[src/arau_pkg.sv]
package arau_pkg;

  localparam int ADDR_W      = 48;
  localparam int MAX_REGIONS = 64;
  localparam int PAGE_BYTES  = 4096;
  localparam int IDX_W       = $clog2(MAX_REGIONS);
  localparam int CNT_W       = $clog2(MAX_REGIONS + 1);
  localparam int SUM_W       = ADDR_W + 2;

  localparam logic [ADDR_W-1:0] PAGE_MASK = ADDR_W'(PAGE_BYTES - 1);
  localparam logic [CNT_W-1:0]  CNT_MAX   = CNT_W'(MAX_REGIONS);

  typedef enum logic [1:0] {
    OP_ALLOC = 2'd0,
    OP_FIXED = 2'd1,
    OP_FREE  = 2'd2,
    OP_QUERY = 2'd3
  } op_t;

  typedef enum logic [2:0] {
    STS_OK         = 3'd0,
    STS_BAD_SIZE   = 3'd1,
    STS_NO_SPACE   = 3'd2,
    STS_NOT_FOUND  = 3'd3,
    STS_TABLE_FULL = 3'd4
  } status_t;

  typedef enum logic [1:0] {
    SEQ_IDLE,
    SEQ_SCAN,
    SEQ_DONE
  } seq_state_t;

  typedef struct packed {
    logic              valid;
    logic [ADDR_W-1:0] base;
    logic [ADDR_W-1:0] size;
  } region_t;

  typedef struct packed {
    logic [ADDR_W:0] end_addr;
    logic            above_top;
    logic            match;
    logic            clash;
    logic            hit;
    logic            empty;
  } cmp_res_t;

endpackage

[src/arau_cmp.sv]
module arau_cmp (
  input  arau_pkg::region_t           entry,
  input  logic [arau_pkg::ADDR_W-1:0] addr,
  input  logic [arau_pkg::ADDR_W-1:0] len,
  input  logic [arau_pkg::ADDR_W:0]   addr_end,
  input  logic [arau_pkg::ADDR_W:0]   top,
  output arau_pkg::cmp_res_t          res
);
  import arau_pkg::*;

  logic [ADDR_W:0] ent_end;

  assign ent_end = {1'b0, entry.base} + {1'b0, entry.size};

  // half-open ranges throughout: [base, base + size)
  always_comb begin
    res.end_addr  = ent_end;
    res.above_top = entry.valid && (ent_end > top);
    res.match     = entry.valid && (entry.base == addr) && (entry.size == len);
    res.clash     = entry.valid && ({1'b0, addr} < ent_end) &&
                    ({1'b0, entry.base} < addr_end);
    res.hit       = entry.valid && (addr >= entry.base) && ({1'b0, addr} < ent_end);
    res.empty     = !entry.valid;
  end

endmodule

[config.mk]
export PLATFORM = sky130hd
export DESIGN_NAME = arau_cmp
export DESIGN_NICKNAME = d
export VERILOG_FILES = /design/src/arau_pkg.sv /design/src/arau_cmp.sv
export SDC_FILE = /design/constraint.sdc
export NUM_CORES = 1
export LEC_CHECK = 0
export BUFFER_PORTS_ARGS = -buffer_cell sky130_fd_sc_hd__clkbuf_2
export CORE_MARGIN = 2
export CORE_UTILIZATION = 50
export DETAILED_ROUTE_END_ITERATION = 12
export GPL_ROUTABILITY_DRIVEN = 0
export PLACE_DENSITY = 0.79
export SETUP_SLACK_MARGIN = 0.4
export SKIP_LAST_GASP = 1
export SLEW_MARGIN = 5
export SYNTH_ARGS = -nofsm -noshare
export SYNTH_HDL_FRONTEND = slang
export SYNTH_SLANG_ARGS = --single-unit
[constraint.sdc]
create_clock -name vclk -period 7.5
set_input_delay 1.125 -clock vclk [all_inputs]
set_output_delay 1.125 -clock vclk [all_outputs]
set_load 0.02 [all_outputs]
==> Word level (Yosys, flattened, before mapping) <==
Index checks and enable logic that the tools add are counted.
{ "word_totals": {"out_inout_bits": 54, "romBits": 0, "ff_bits": 0, "latchBits": 0, "elab_cells": 15, "memories": 0, "ram_bits": 0} }
{ "classes": {"magnitude_cmp": 4, "bitwise": 0, "div": 0, "shift": 0, "n_reduce_logical": 8, "multipliers": 0, "muxes": 0, "n_addsub": 1, "eq_ne": 2} }
{ "op_table": {"columns": ["cell", "count"], "rows": [
  ["48-bit by 49-bit < comparator with 1-bit output", 2],
  ["48-bit == test", 2],
  ["48-bit by 48-bit adder with 49-bit output", 1],
  ["49-bit greater-than comparator", 1],
  ["48-bit >= comparator", 1],
  ["1-bit logical AND", 7],
  ["1-bit logical NOT", 1]
]} }

==> Logic depth before layout (Yosys ltp) <==
Gate-level depths: netlist of the first run.
{ "depth": {"ltp_word": 4, "ltp_mapped": 26} }

==> Worst setup path before layout of the first run <==
No wires, ideal clock.
{ "synth_timing": {"kind": "input to output", "startpoint": "input port entry[7] (netlist name)", "endpoint": "output port res[1] (netlist name)", "slack_ns": 0.267, "arrival_ns": 6.108, "path_stages": 25, "path_buffers": 1, "required_time_ns": 6.375, "cell_sequence": "ha_1 clkbuf_1 a21o_1 a21o_2 a21boi_0 a31oi_1 or2_2 a21oi_1 o21ai_0 a21o_1 a21o_1 xnor2_1 inv_1 ha_1 a211oi_1 o21ai_0 o221ai_1 a21oi_1 a41oi_1 nor2_1 o31ai_1 a211oi_2 a311oi_1 o21ai_1 a211oi_2"} }
{ "synth_rtl": {"columns": ["element", "line_no", "rtl"], "rows": [
  ["from (decl)", "arau_cmp.sv:2", "input arau_pkg::region_t entry,"],
  ["to (decl)", "arau_cmp.sv:7", "output arau_pkg::cmp_res_t res"]
]} }

==> flow_summary.json, run 1 <==
{
  "rsz0062_at_grt": "yes",
  "post-route-min-period_ns": 7.08,
  "critPathMostFrequentCell": "a21oi_2",
  "synthCells": 1151,
  "core-area_mm2": 0.0164,
  "cp-start-kind": "input port",
  "yosysSeqAreaShare_pct": 0,
  "critPathTopFamily": "compound AO/OA/AOI/OAI gates",
  "final_core_util_pct": 66.9,
  "setup_violations": 0,
  "io_buffers": 345,
  "grt_overflow_total": 0,
  "p_leak_nw": 6.34,
  "pre_cts_ws_ns": -0.158,
  "max_freq_mhz": 141,
  "num-fill-cells": 1450,
  "synth.most_common_cell": "ha_1",
  "wl_um": 31600,
  "die_h_um": 133,
  "setup_slack_ns": 0.416,
  "drc": 0,
  "synth-adder-area-share_pct": 35.4,
  "num-nets-final": 2056,
  "avgSynthCellArea_um2": 7.19,
  "area_growth_pct": 32.5,
  "yosysWarningCount": 0,
  "syn_nets": 1673,
  "maxSlewHeadroom_pct": 45.2,
  "cpPeakStageDelay_ns": 0.45,
  "grt_use_total_pct": 34.4,
  "grt_pass1_vias": 9953,
  "die-width_um": 133,
  "ios": 345,
  "synth_mux_area_share_pct": 0.378,
  "required_ns": 6.38,
  "rows": 47,
  "maxCapViolations": 0,
  "synth_area_mm2": 0.00828,
  "hold_viol": 0,
  "via_per_inst": 5.71,
  "ff_latch_area_um2": 0,
  "hold_path_class": "input port to primary output",
  "yosysTopAreaCellShare_pct": 34.8,
  "yosys.area_share.simple_pct": 17.5,
  "dieArea_mm2": 0.0176,
  "postRouteAntennaNets": 0,
  "power_mw": 1.14,
  "drive_gt1_share_pct": 31.2,
  "routed-via-count": 10000,
  "drt-initial-drc-count": 422,
  "fin_crit_sh_pct": 94.4,
  "yosys.cell_types.count": 69,
  "hold_ws_ns": 2.63,
  "design.seq.count": 0,
  "synthTopCellsByCount": "230 x ha_1, 203 x inv_1, 97 x a21oi_1",
  "peakVddDrop_mv": 0.0665,
  "crit_path_end_kind": "primary output",
  "drv_slew": 0,
  "worstPathMaxFanout": 3,
  "synth_area_leaders": "ha_1 35%, inv_1 9.2%, a21oi_1 5.9%",
  "worst-path-buf-inv": 5,
  "multi_input_area_mm2": 0.00781,
  "routedWlPerCell_um": 18.0,
  "arrival_ns": 5.96,
  "worst_pin_slew_ns": 0.814,
  "synth_top_family_by_area": "adder cells",
  "grt_antenna_before_repair": 1,
  "cpMaxStageDelayCell": "a311o_2",
  "clock_buffer_count": 0,
  "power.density_mw_per_mm2": 104,
  "synth_compound_area_share_pct": 25.4,
  "dr.pass1.iters": 5,
  "initial_utilization_pct": 50.5,
  "synth-xor-area-share_pct": 11.1,
  "status": "completed",
  "grt_pass1_wl_um": 49100,
  "grt_max_degree": 12,
  "hpwl_um": 28300,
  "synthDominantAreaCellType": "ha_1",
  "crit_type": "input port to primary output"
}
==> cell usage in the layout, fill, tap and decap left out, types with 5 or more instances in the layout <==
cell type / count
nor4_1: 13
nand4_1: 40
a21oi_1: 82
nand2b_1: 22
o211ai_1: 5
nand2_1: 61
ha_1: 218
o31ai_1: 5
and2_1: 5
nor3_1: 14
o21bai_1: 8
o21ai_1: 10
a211oi_2: 5
xor2_2: 5
o21ai_0: 45
nor2b_1: 22
a21oi_2: 14
inv_1: 199
o221ai_1: 5
clkbuf_2: 340
buf_4: 49
xor2_1: 49
ha_4: 9
a21o_1: 61
a31oi_1: 8
nor2_1: 35
xnor2_1: 43
o21a_1: 19
nand3_1: 25
a211oi_1: 7
==> path summary, 6_finish.rpt <==
check | startpoint | depth (start not counted) | end | slack [ns]
worst max-delay path | entry[0] | 30 | res[2] | 0.42
worst min-delay path | entry[48] | 3 | res[5] | 2.63
==> final cells by class <==
cell class	instances	share of cell area (%)
Antenna cell	1	0.0228
Multi-Input combinational cell	936	71.2
Inverter	203	6.95
Timing Repair Buffer	393	19.3
Tap cell	220	2.51
==> worst min-delay path: cells and delay by family <==
kind                       cells  cell delay [ns]
adders and majority gates      1             0.14
buffers and inverters          2             0.24
==> report_power, final <==
part	internal (mW)	leakage [nW]	switching [mW]	total, mW
logic	0.489	6.34	0.652	1.14
registers	0	0	0	0
clock network	0.0000000178	0.00000634	0	0.0000000178
==> cells by family after synthesis <==
family | Yosys count
adder cells (fa/ha/maj) | 234
AND/OR/NAND/NOR | 274
buffers and inverters | 215
multiplexers | 3
AO/OA/AOI/OAI | 323
XOR/XNOR | 102
==> per-layer routing <==
metal | vias to the layer above | share of wire, % | track usage (%)
met3 | 102 | 7.5 | 5.36
li1 | 4885 | - | -
met1 | 4576 | 40 | 40.2
met5 | - | 0 | 0
met4 | 0 | 5.9 | 17.0
met2 | 455 | 47 | 60.9
==> timing repair <==
| item | in CTS | in global routing |
|---|---|---|
| buffers inserted | 11 | 6 |
| resized for setup | 55 | 34 |
| hold buffers | 0 | 0 |
| endpoints found under the setup margin | 3 | 3 |
| pin swaps | 29 | 27 |
==> stage by stage <==
stage	instances	setup TNS, ns	instance area [um^2]
after global placement	1735	0	10500
after floorplan	1151	0	8300
after CTS	1746	0	10800
final	1753	0	11000
after global routing	1753	0	11000
after detailed placement	1735	-0.313	10500
Note: power is estimated with default switching activity, not from simulation.
==> run 2: changes to the inputs <==
--- a/config.mk
+++ b/config.mk
@@ -6,7 +6,7 @@
 export NUM_CORES = 1
 export LEC_CHECK = 0
 export BUFFER_PORTS_ARGS = -buffer_cell sky130_fd_sc_hd__clkbuf_2
-export CORE_MARGIN = 2
+export CORE_MARGIN = 3
 export CORE_UTILIZATION = 50
 export DETAILED_ROUTE_END_ITERATION = 12
 export GPL_ROUTABILITY_DRIVEN = 0
==> run 2 against run 1 <==
Via count shrank 1.3%. First-iteration DRC count grew 4.3%. Utilization grew 1.5 points. Non-clock buffer count shrank 7. Largest cell class unchanged. Largest power group unchanged. Highest routed layer is now met5.
==> flow_summary.json, run 2 (synthesis results as in run 1) <==
{
  "status": "completed",
  "worst_pin_slew_ns": 0.819,
  "dp_cells": 1726,
  "fin_crit_sh_pct": 95.1,
  "initial_utilization_pct": 51.6,
  "arrival_ns": 6.00,
  "holdBufCountCts": 0,
  "grt_overflow_total": 0,
  "drt-initial-drc-count": 440,
  "grt_antenna_before_repair": 3,
  "drive_gt1_share_pct": 31.6,
  "stdcell_area_mm2": 0.0110,
  "ff_latch_area_um2": 0,
  "maxCapViolations": 0,
  "crit_type": "input port to primary output",
  "crit_path_end_kind": "primary output",
  "post-route-min-period_ns": 7.13,
  "die-width_um": 135,
  "num-nets-final": 2049,
  "cpPeakStageDelay_ns": 0.47,
  "startpoint": "entry[48]",
  "power.switching_mw": 0.657,
  "setup_violations": 0,
  "hold_viol": 0,
  "dieArea_mm2": 0.0181,
  "peakVddDrop_mv": 0.0563,
  "p_comb_share_pct": 100.0,
  "p_int_mw": 0.484,
  "worst-path-buf-inv": 5,
  "num-fill-cells": 1362,
  "final_common_cell": "clkbuf_2",
  "worstSetupPathDepth": 24,
  "pwr-share-clk_pct": 0,
  "max_freq_mhz": 140,
  "power_mw": 1.14,
  "hold_start": "entry[0]",
  "wl_um": 32000,
  "power.density_mw_per_mm2": 104,
  "routed-via-count": 9889,
  "drc": 0,
  "via_per_inst": 5.67,
  "die_h_um": 135,
  "design.seq.count": 0,
  "required_ns": 6.38,
  "hold_path_class": "input port to primary output",
  "layout_common_cells": "341 x clkbuf_2, 217 x ha_1, 202 x inv_1, 80 x a21oi_1, 61 x a21o_1",
  "grt_pass1_vias": 9796,
  "p_seq_share_pct": 0,
  "grt_max_degree": 12,
  "clock_buffer_count": 0,
  "grt_pass1_wl_um": 48000,
  "p_leak_nw": 6.33,
  "worstPathMaxFanout": 3,
  "dr.pass1.iters": 5,
  "routedWlPerCell_um": 18.4,
  "critPathTopFamily": "compound AO/OA/AOI/OAI gates",
  "switching_share_pct": 57.6,
  "core-area_mm2": 0.0161,
  "area_growth_pct": 32.7,
  "rsz0062_at_grt": "yes",
  "final_cells": 1743,
  "crit_chain": "buf_8, ha_4, inv_2, fa_2, nor2b_2, o211ai_1, a311o_2, a31oi_4, or2_4, buf_4, xor2_2, inv_1, ha_1, a21oi_2, or4b_4, a211o_1, a41oi_2, nor2_1, o31ai_2, a211oi_2, a311oi_2, o21ai_2, a211oi_2, buf_4",
  "maxSlewHeadroom_pct": 45.4,
  "drv_slew": 0,
  "placed_area_mm2": 0.0104,
  "rows": 46,
  "ios": 345,
  "cpMaxStageDelayCell": "or4b_4",
  "io_buffers": 345,
  "cp-start-kind": "input port",
  "grt_use_total_pct": 32.8,
  "hpwl_um": 28500,
  "setup.worst_path.end": "res[1]",
  "postRouteAntennaNets": 0
}
==> run 2: cell types whose count changed in the layout (fill, tap and decap cells not counted), moves of 2 or more <==
cell     before  now
a21oi_1      82   80
xor2_2        5    7
xor2_1       49   47
inv_2         4    1
buf_4        49   42
inv_1       199  202
o21ai_2       1    6
o21ai_1      10    6
==> run 2: worst min path at each step <==
| stage | end | cells after the start |
|---|---|---|
| detailed placement | res[0] | 3 |
| floorplan | res[0] | 1 |
| global route | res[5] | 3 |
| global placement | res[0] | 3 |
| finish | res[5] | 3 |
| CTS | res[5] | 3 |
==> run 2: power by group through the flow <==
stage                 clock (mW)  sequential, mW  combinational [mW]
floorplan                      0               0               0.671
global placement               0               0                1.01
detailed placement             0               0                1.04
CTS                            0               0                1.08
global route        0.0000000357               0                1.25
finish              0.0000000357               0                1.14
==> run 2: worst min-delay path, cell delays in order <==
cell	delay [ns]
buf_6	0.08
ha_4	0.13
clkbuf_2	0.16
==> run 2: cell type report <==
cell class	instances	area, um^2	share of cell area, %
multi-input combinational	936	7890	71.8
inverter	203	762	6.94
tap	216	270	2.46
antenna	2	5.00	0.0456
timing repair buffer	386	2060	18.7
==> run 2: metrics by stage <==
stage / TNS, ns / setup slack, ns / utilization, % / hold slack (ns)
after global routing: 0 / 0.0782 / 68.4 / 2.63
after CTS: 0 / 0.400 / 66.4 / 2.66
final: 0 / 0.370 / 68.4 / 2.62
after global placement: 0 / 0.0250 / 64.8 / 2.66
after floorplan: 0 / 0.431 / - / 2.34
after detailed placement: -0.205 / -0.139 / 64.8 / 2.67
==> run 2: routing by layer <==
metal	track usage [%]	vias up	part of all wire (%)
met5	0	-	0.028
li1	-	4877	-
met1	39.8	4420	39
met4	16.6	2	6.3
met2	56.6	477	46
met3	4.62	113	8.1
==> run 2: what timing repair did <==
item	CTS	global route
buffers inserted	11	4
hold endpoints to repair	0	0
pin swaps	22	31
setup endpoints to repair	3	3
resized for setup	35	69
==> run 3: changes to the inputs <==
--- a/config.mk
+++ b/config.mk
@@ -5,12 +5,13 @@
 export SDC_FILE = /design/constraint.sdc
 export NUM_CORES = 1
 export LEC_CHECK = 0
+export ABC_AREA = 1
 export BUFFER_PORTS_ARGS = -buffer_cell sky130_fd_sc_hd__clkbuf_2
 export CORE_MARGIN = 3
 export CORE_UTILIZATION = 50
 export DETAILED_ROUTE_END_ITERATION = 12
 export GPL_ROUTABILITY_DRIVEN = 0
-export PLACE_DENSITY = 0.79
+export PLACE_DENSITY = 0.78
 export SETUP_SLACK_MARGIN = 0.4
 export SKIP_LAST_GASP = 1
 export SLEW_MARGIN = 5
==> run 3 against run 2 <==
Fmax is 4.6% higher. Largest cell class unchanged. Area after synthesis is 7.1% higher. Die area is 6.8% higher. Non-clock buffer count is 41 lower. Combinational power hardly changed.
==> flow_summary.json, run 3 <==
{
  "cts_setup_buffers": 0,
  "holdBufCountCts": 0,
  "io_buffers": 345,
  "final.setup.tns_ns": 0,
  "via_per_inst": 5.43,
  "p_leak_nw": 6.83,
  "final_common_cell": "clkbuf_2",
  "maxSlewHeadroom_pct": 49.6,
  "grt_pass1_vias": 10600,
  "routedWlPerCell_um": 16.8,
  "layout_common_cells": "345 x clkbuf_2, 339 x inv_1, 306 x nand2_1, 230 x ha_1, 126 x a21oi_1",
  "worst_pin_slew_ns": 0.749,
  "synth.most_common_cell": "inv_1",
  "multi_input_area_mm2": 0.00760,
  "core-area_mm2": 0.0173,
  "status": "completed",
  "yosysTopAreaCellShare_pct": 32.5,
  "routed-via-count": 11100,
  "grt_use_total_pct": 33.7,
  "power.density_mw_per_mm2": 102,
  "crit_type": "input port to primary output",
  "yosysWarningCount": 0,
  "drv_slew": 0,
  "post-route-min-period_ns": 6.82,
  "worstPathMaxFanout": 4,
  "die-width_um": 139,
  "hold_viol": 0,
  "rsz0062_at_grt": "no",
  "drt-initial-drc-count": 789,
  "dieArea_mm2": 0.0194,
  "setup_violations": 0,
  "grt_antenna_before_repair": 1,
  "cp-start-kind": "input port",
  "hold-path-cell-count": 3,
  "avgSynthCellArea_um2": 6.04,
  "num-fill-cells": 1691,
  "yosysSeqAreaShare_pct": 0,
  "drive_gt1_share_pct": 22.5,
  "ios": 345,
  "grt_overflow_total": 0,
  "grt_use_met2_pct": 58.9,
  "design.seq.count": 0,
  "synthDominantAreaCellType": "ha_1",
  "grt_pass1_wl_um": 53400,
  "synthTopCellsByCount": "339 x inv_1, 306 x nand2_1, 230 x ha_1",
  "post_cts_resized": 0,
  "wl_um": 34200,
  "drc": 0,
  "postRouteAntennaNets": 0,
  "power_mw": 1.11,
  "grt_max_degree": 7,
  "initial_utilization_pct": 51.3,
  "gr-max-usage-layer": "met2",
  "hpwl_um": 31700,
  "synth_area_mm2": 0.00886,
  "syn_nets": 1989,
  "required_ns": 6.38,
  "die_h_um": 139,
  "hold_path_class": "input port to primary output",
  "cpMaxStageDelayCell": "o31ai_1",
  "rows": 48,
  "maxCapViolations": 0,
  "fin_crit_sh_pct": 90.9,
  "clock_buffer_count": 0,
  "peakVddDrop_mv": 0.0657,
  "max_freq_mhz": 147,
  "min_to": "res[0]",
  "hold_start": "entry[96]",
  "ff_latch_area_um2": 0,
  "num-nets-final": 2336,
  "cpPeakStageDelay_ns": 0.46,
  "dr.pass1.iters": 6,
  "met3_usage_pct": 3.97,
  "synthCells": 1467,
  "diodes": 0,
  "arrival_ns": 5.69,
  "use_met1_pct": 42.5,
  "area_growth_pct": 23.0,
  "crit_path_end_kind": "primary output",
  "yosys.cell_types.count": 57,
  "stdcell_area_mm2": 0.0109,
  "placed_area_mm2": 0.0109,
  "synth_area_leaders": "ha_1 32%, inv_1 14%, nand2_1 13%"
}
[run 3: critical path: cells and delay by family]
family,cells,cell delay (ns)
xor+xnor,1,0.17
simple gates,13,1.70
fa+ha+maj,3,0.90
compound gates,4,1.03
buf+inv,7,0.79
[run 3: how the worst max path moves through the flow]
stage,depth (start not counted),endpoint,startpoint
after floorplan,26,res[4],entry[0]
after global placement,34,res[2],entry[48]
after detailed placement,34,res[2],entry[48]
after CTS,34,res[2],entry[48]
after global routing,28,res[4],entry[48]
final,28,res[4],entry[48]
[run 3: cell type report]
cell class	instances	share of cell area (%)
inverters	346	11.9
multi-input cells	1121	69.7
repair buffers	345	15.8
well taps	225	2.58
[run 3: layer usage]
layer / wire [um] / vias to the layer above / part of all wire (%)
li1: - / 5560 / -
met1: 14000 / 4886 / 41
met2: 15800 / 510 / 46
met3: 3070 / 93 / 9.0
met4: 1430 / 2 / 4.2
met5: 20 / - / 0.058
[run 3: report_power, final]
part	internal [mW]	switching [mW]
clock	0	0
sequential	0	0
combinational	0.408	0.703
total	0.408	0.703
[run 3: stage by stage]
step           util [%]  hold WS [ns]  setup slack, ns  cells
6_report           63.1          2.60            0.684   2037
5_1_grt            63.1          2.60            0.390   2037
4_1_cts            62.9          2.59            0.427   2037
3_5_place_dp       62.9          2.59            0.468   2037
3_3_place_gp       62.9          2.59            0.494   2037
2_1_floorplan         -          2.33             1.72   1467
[run 3: logic make-up after synthesis]
kind of cell	count (synthesis)	synth area share, %
buffers and inverters	346	14.7
AO/OA/AOI/OAI	274	19.2
AND/OR/NAND/NOR	562	28.0
XOR/XNOR	54	5.50
adder cells (fa/ha/maj)	231	32.7
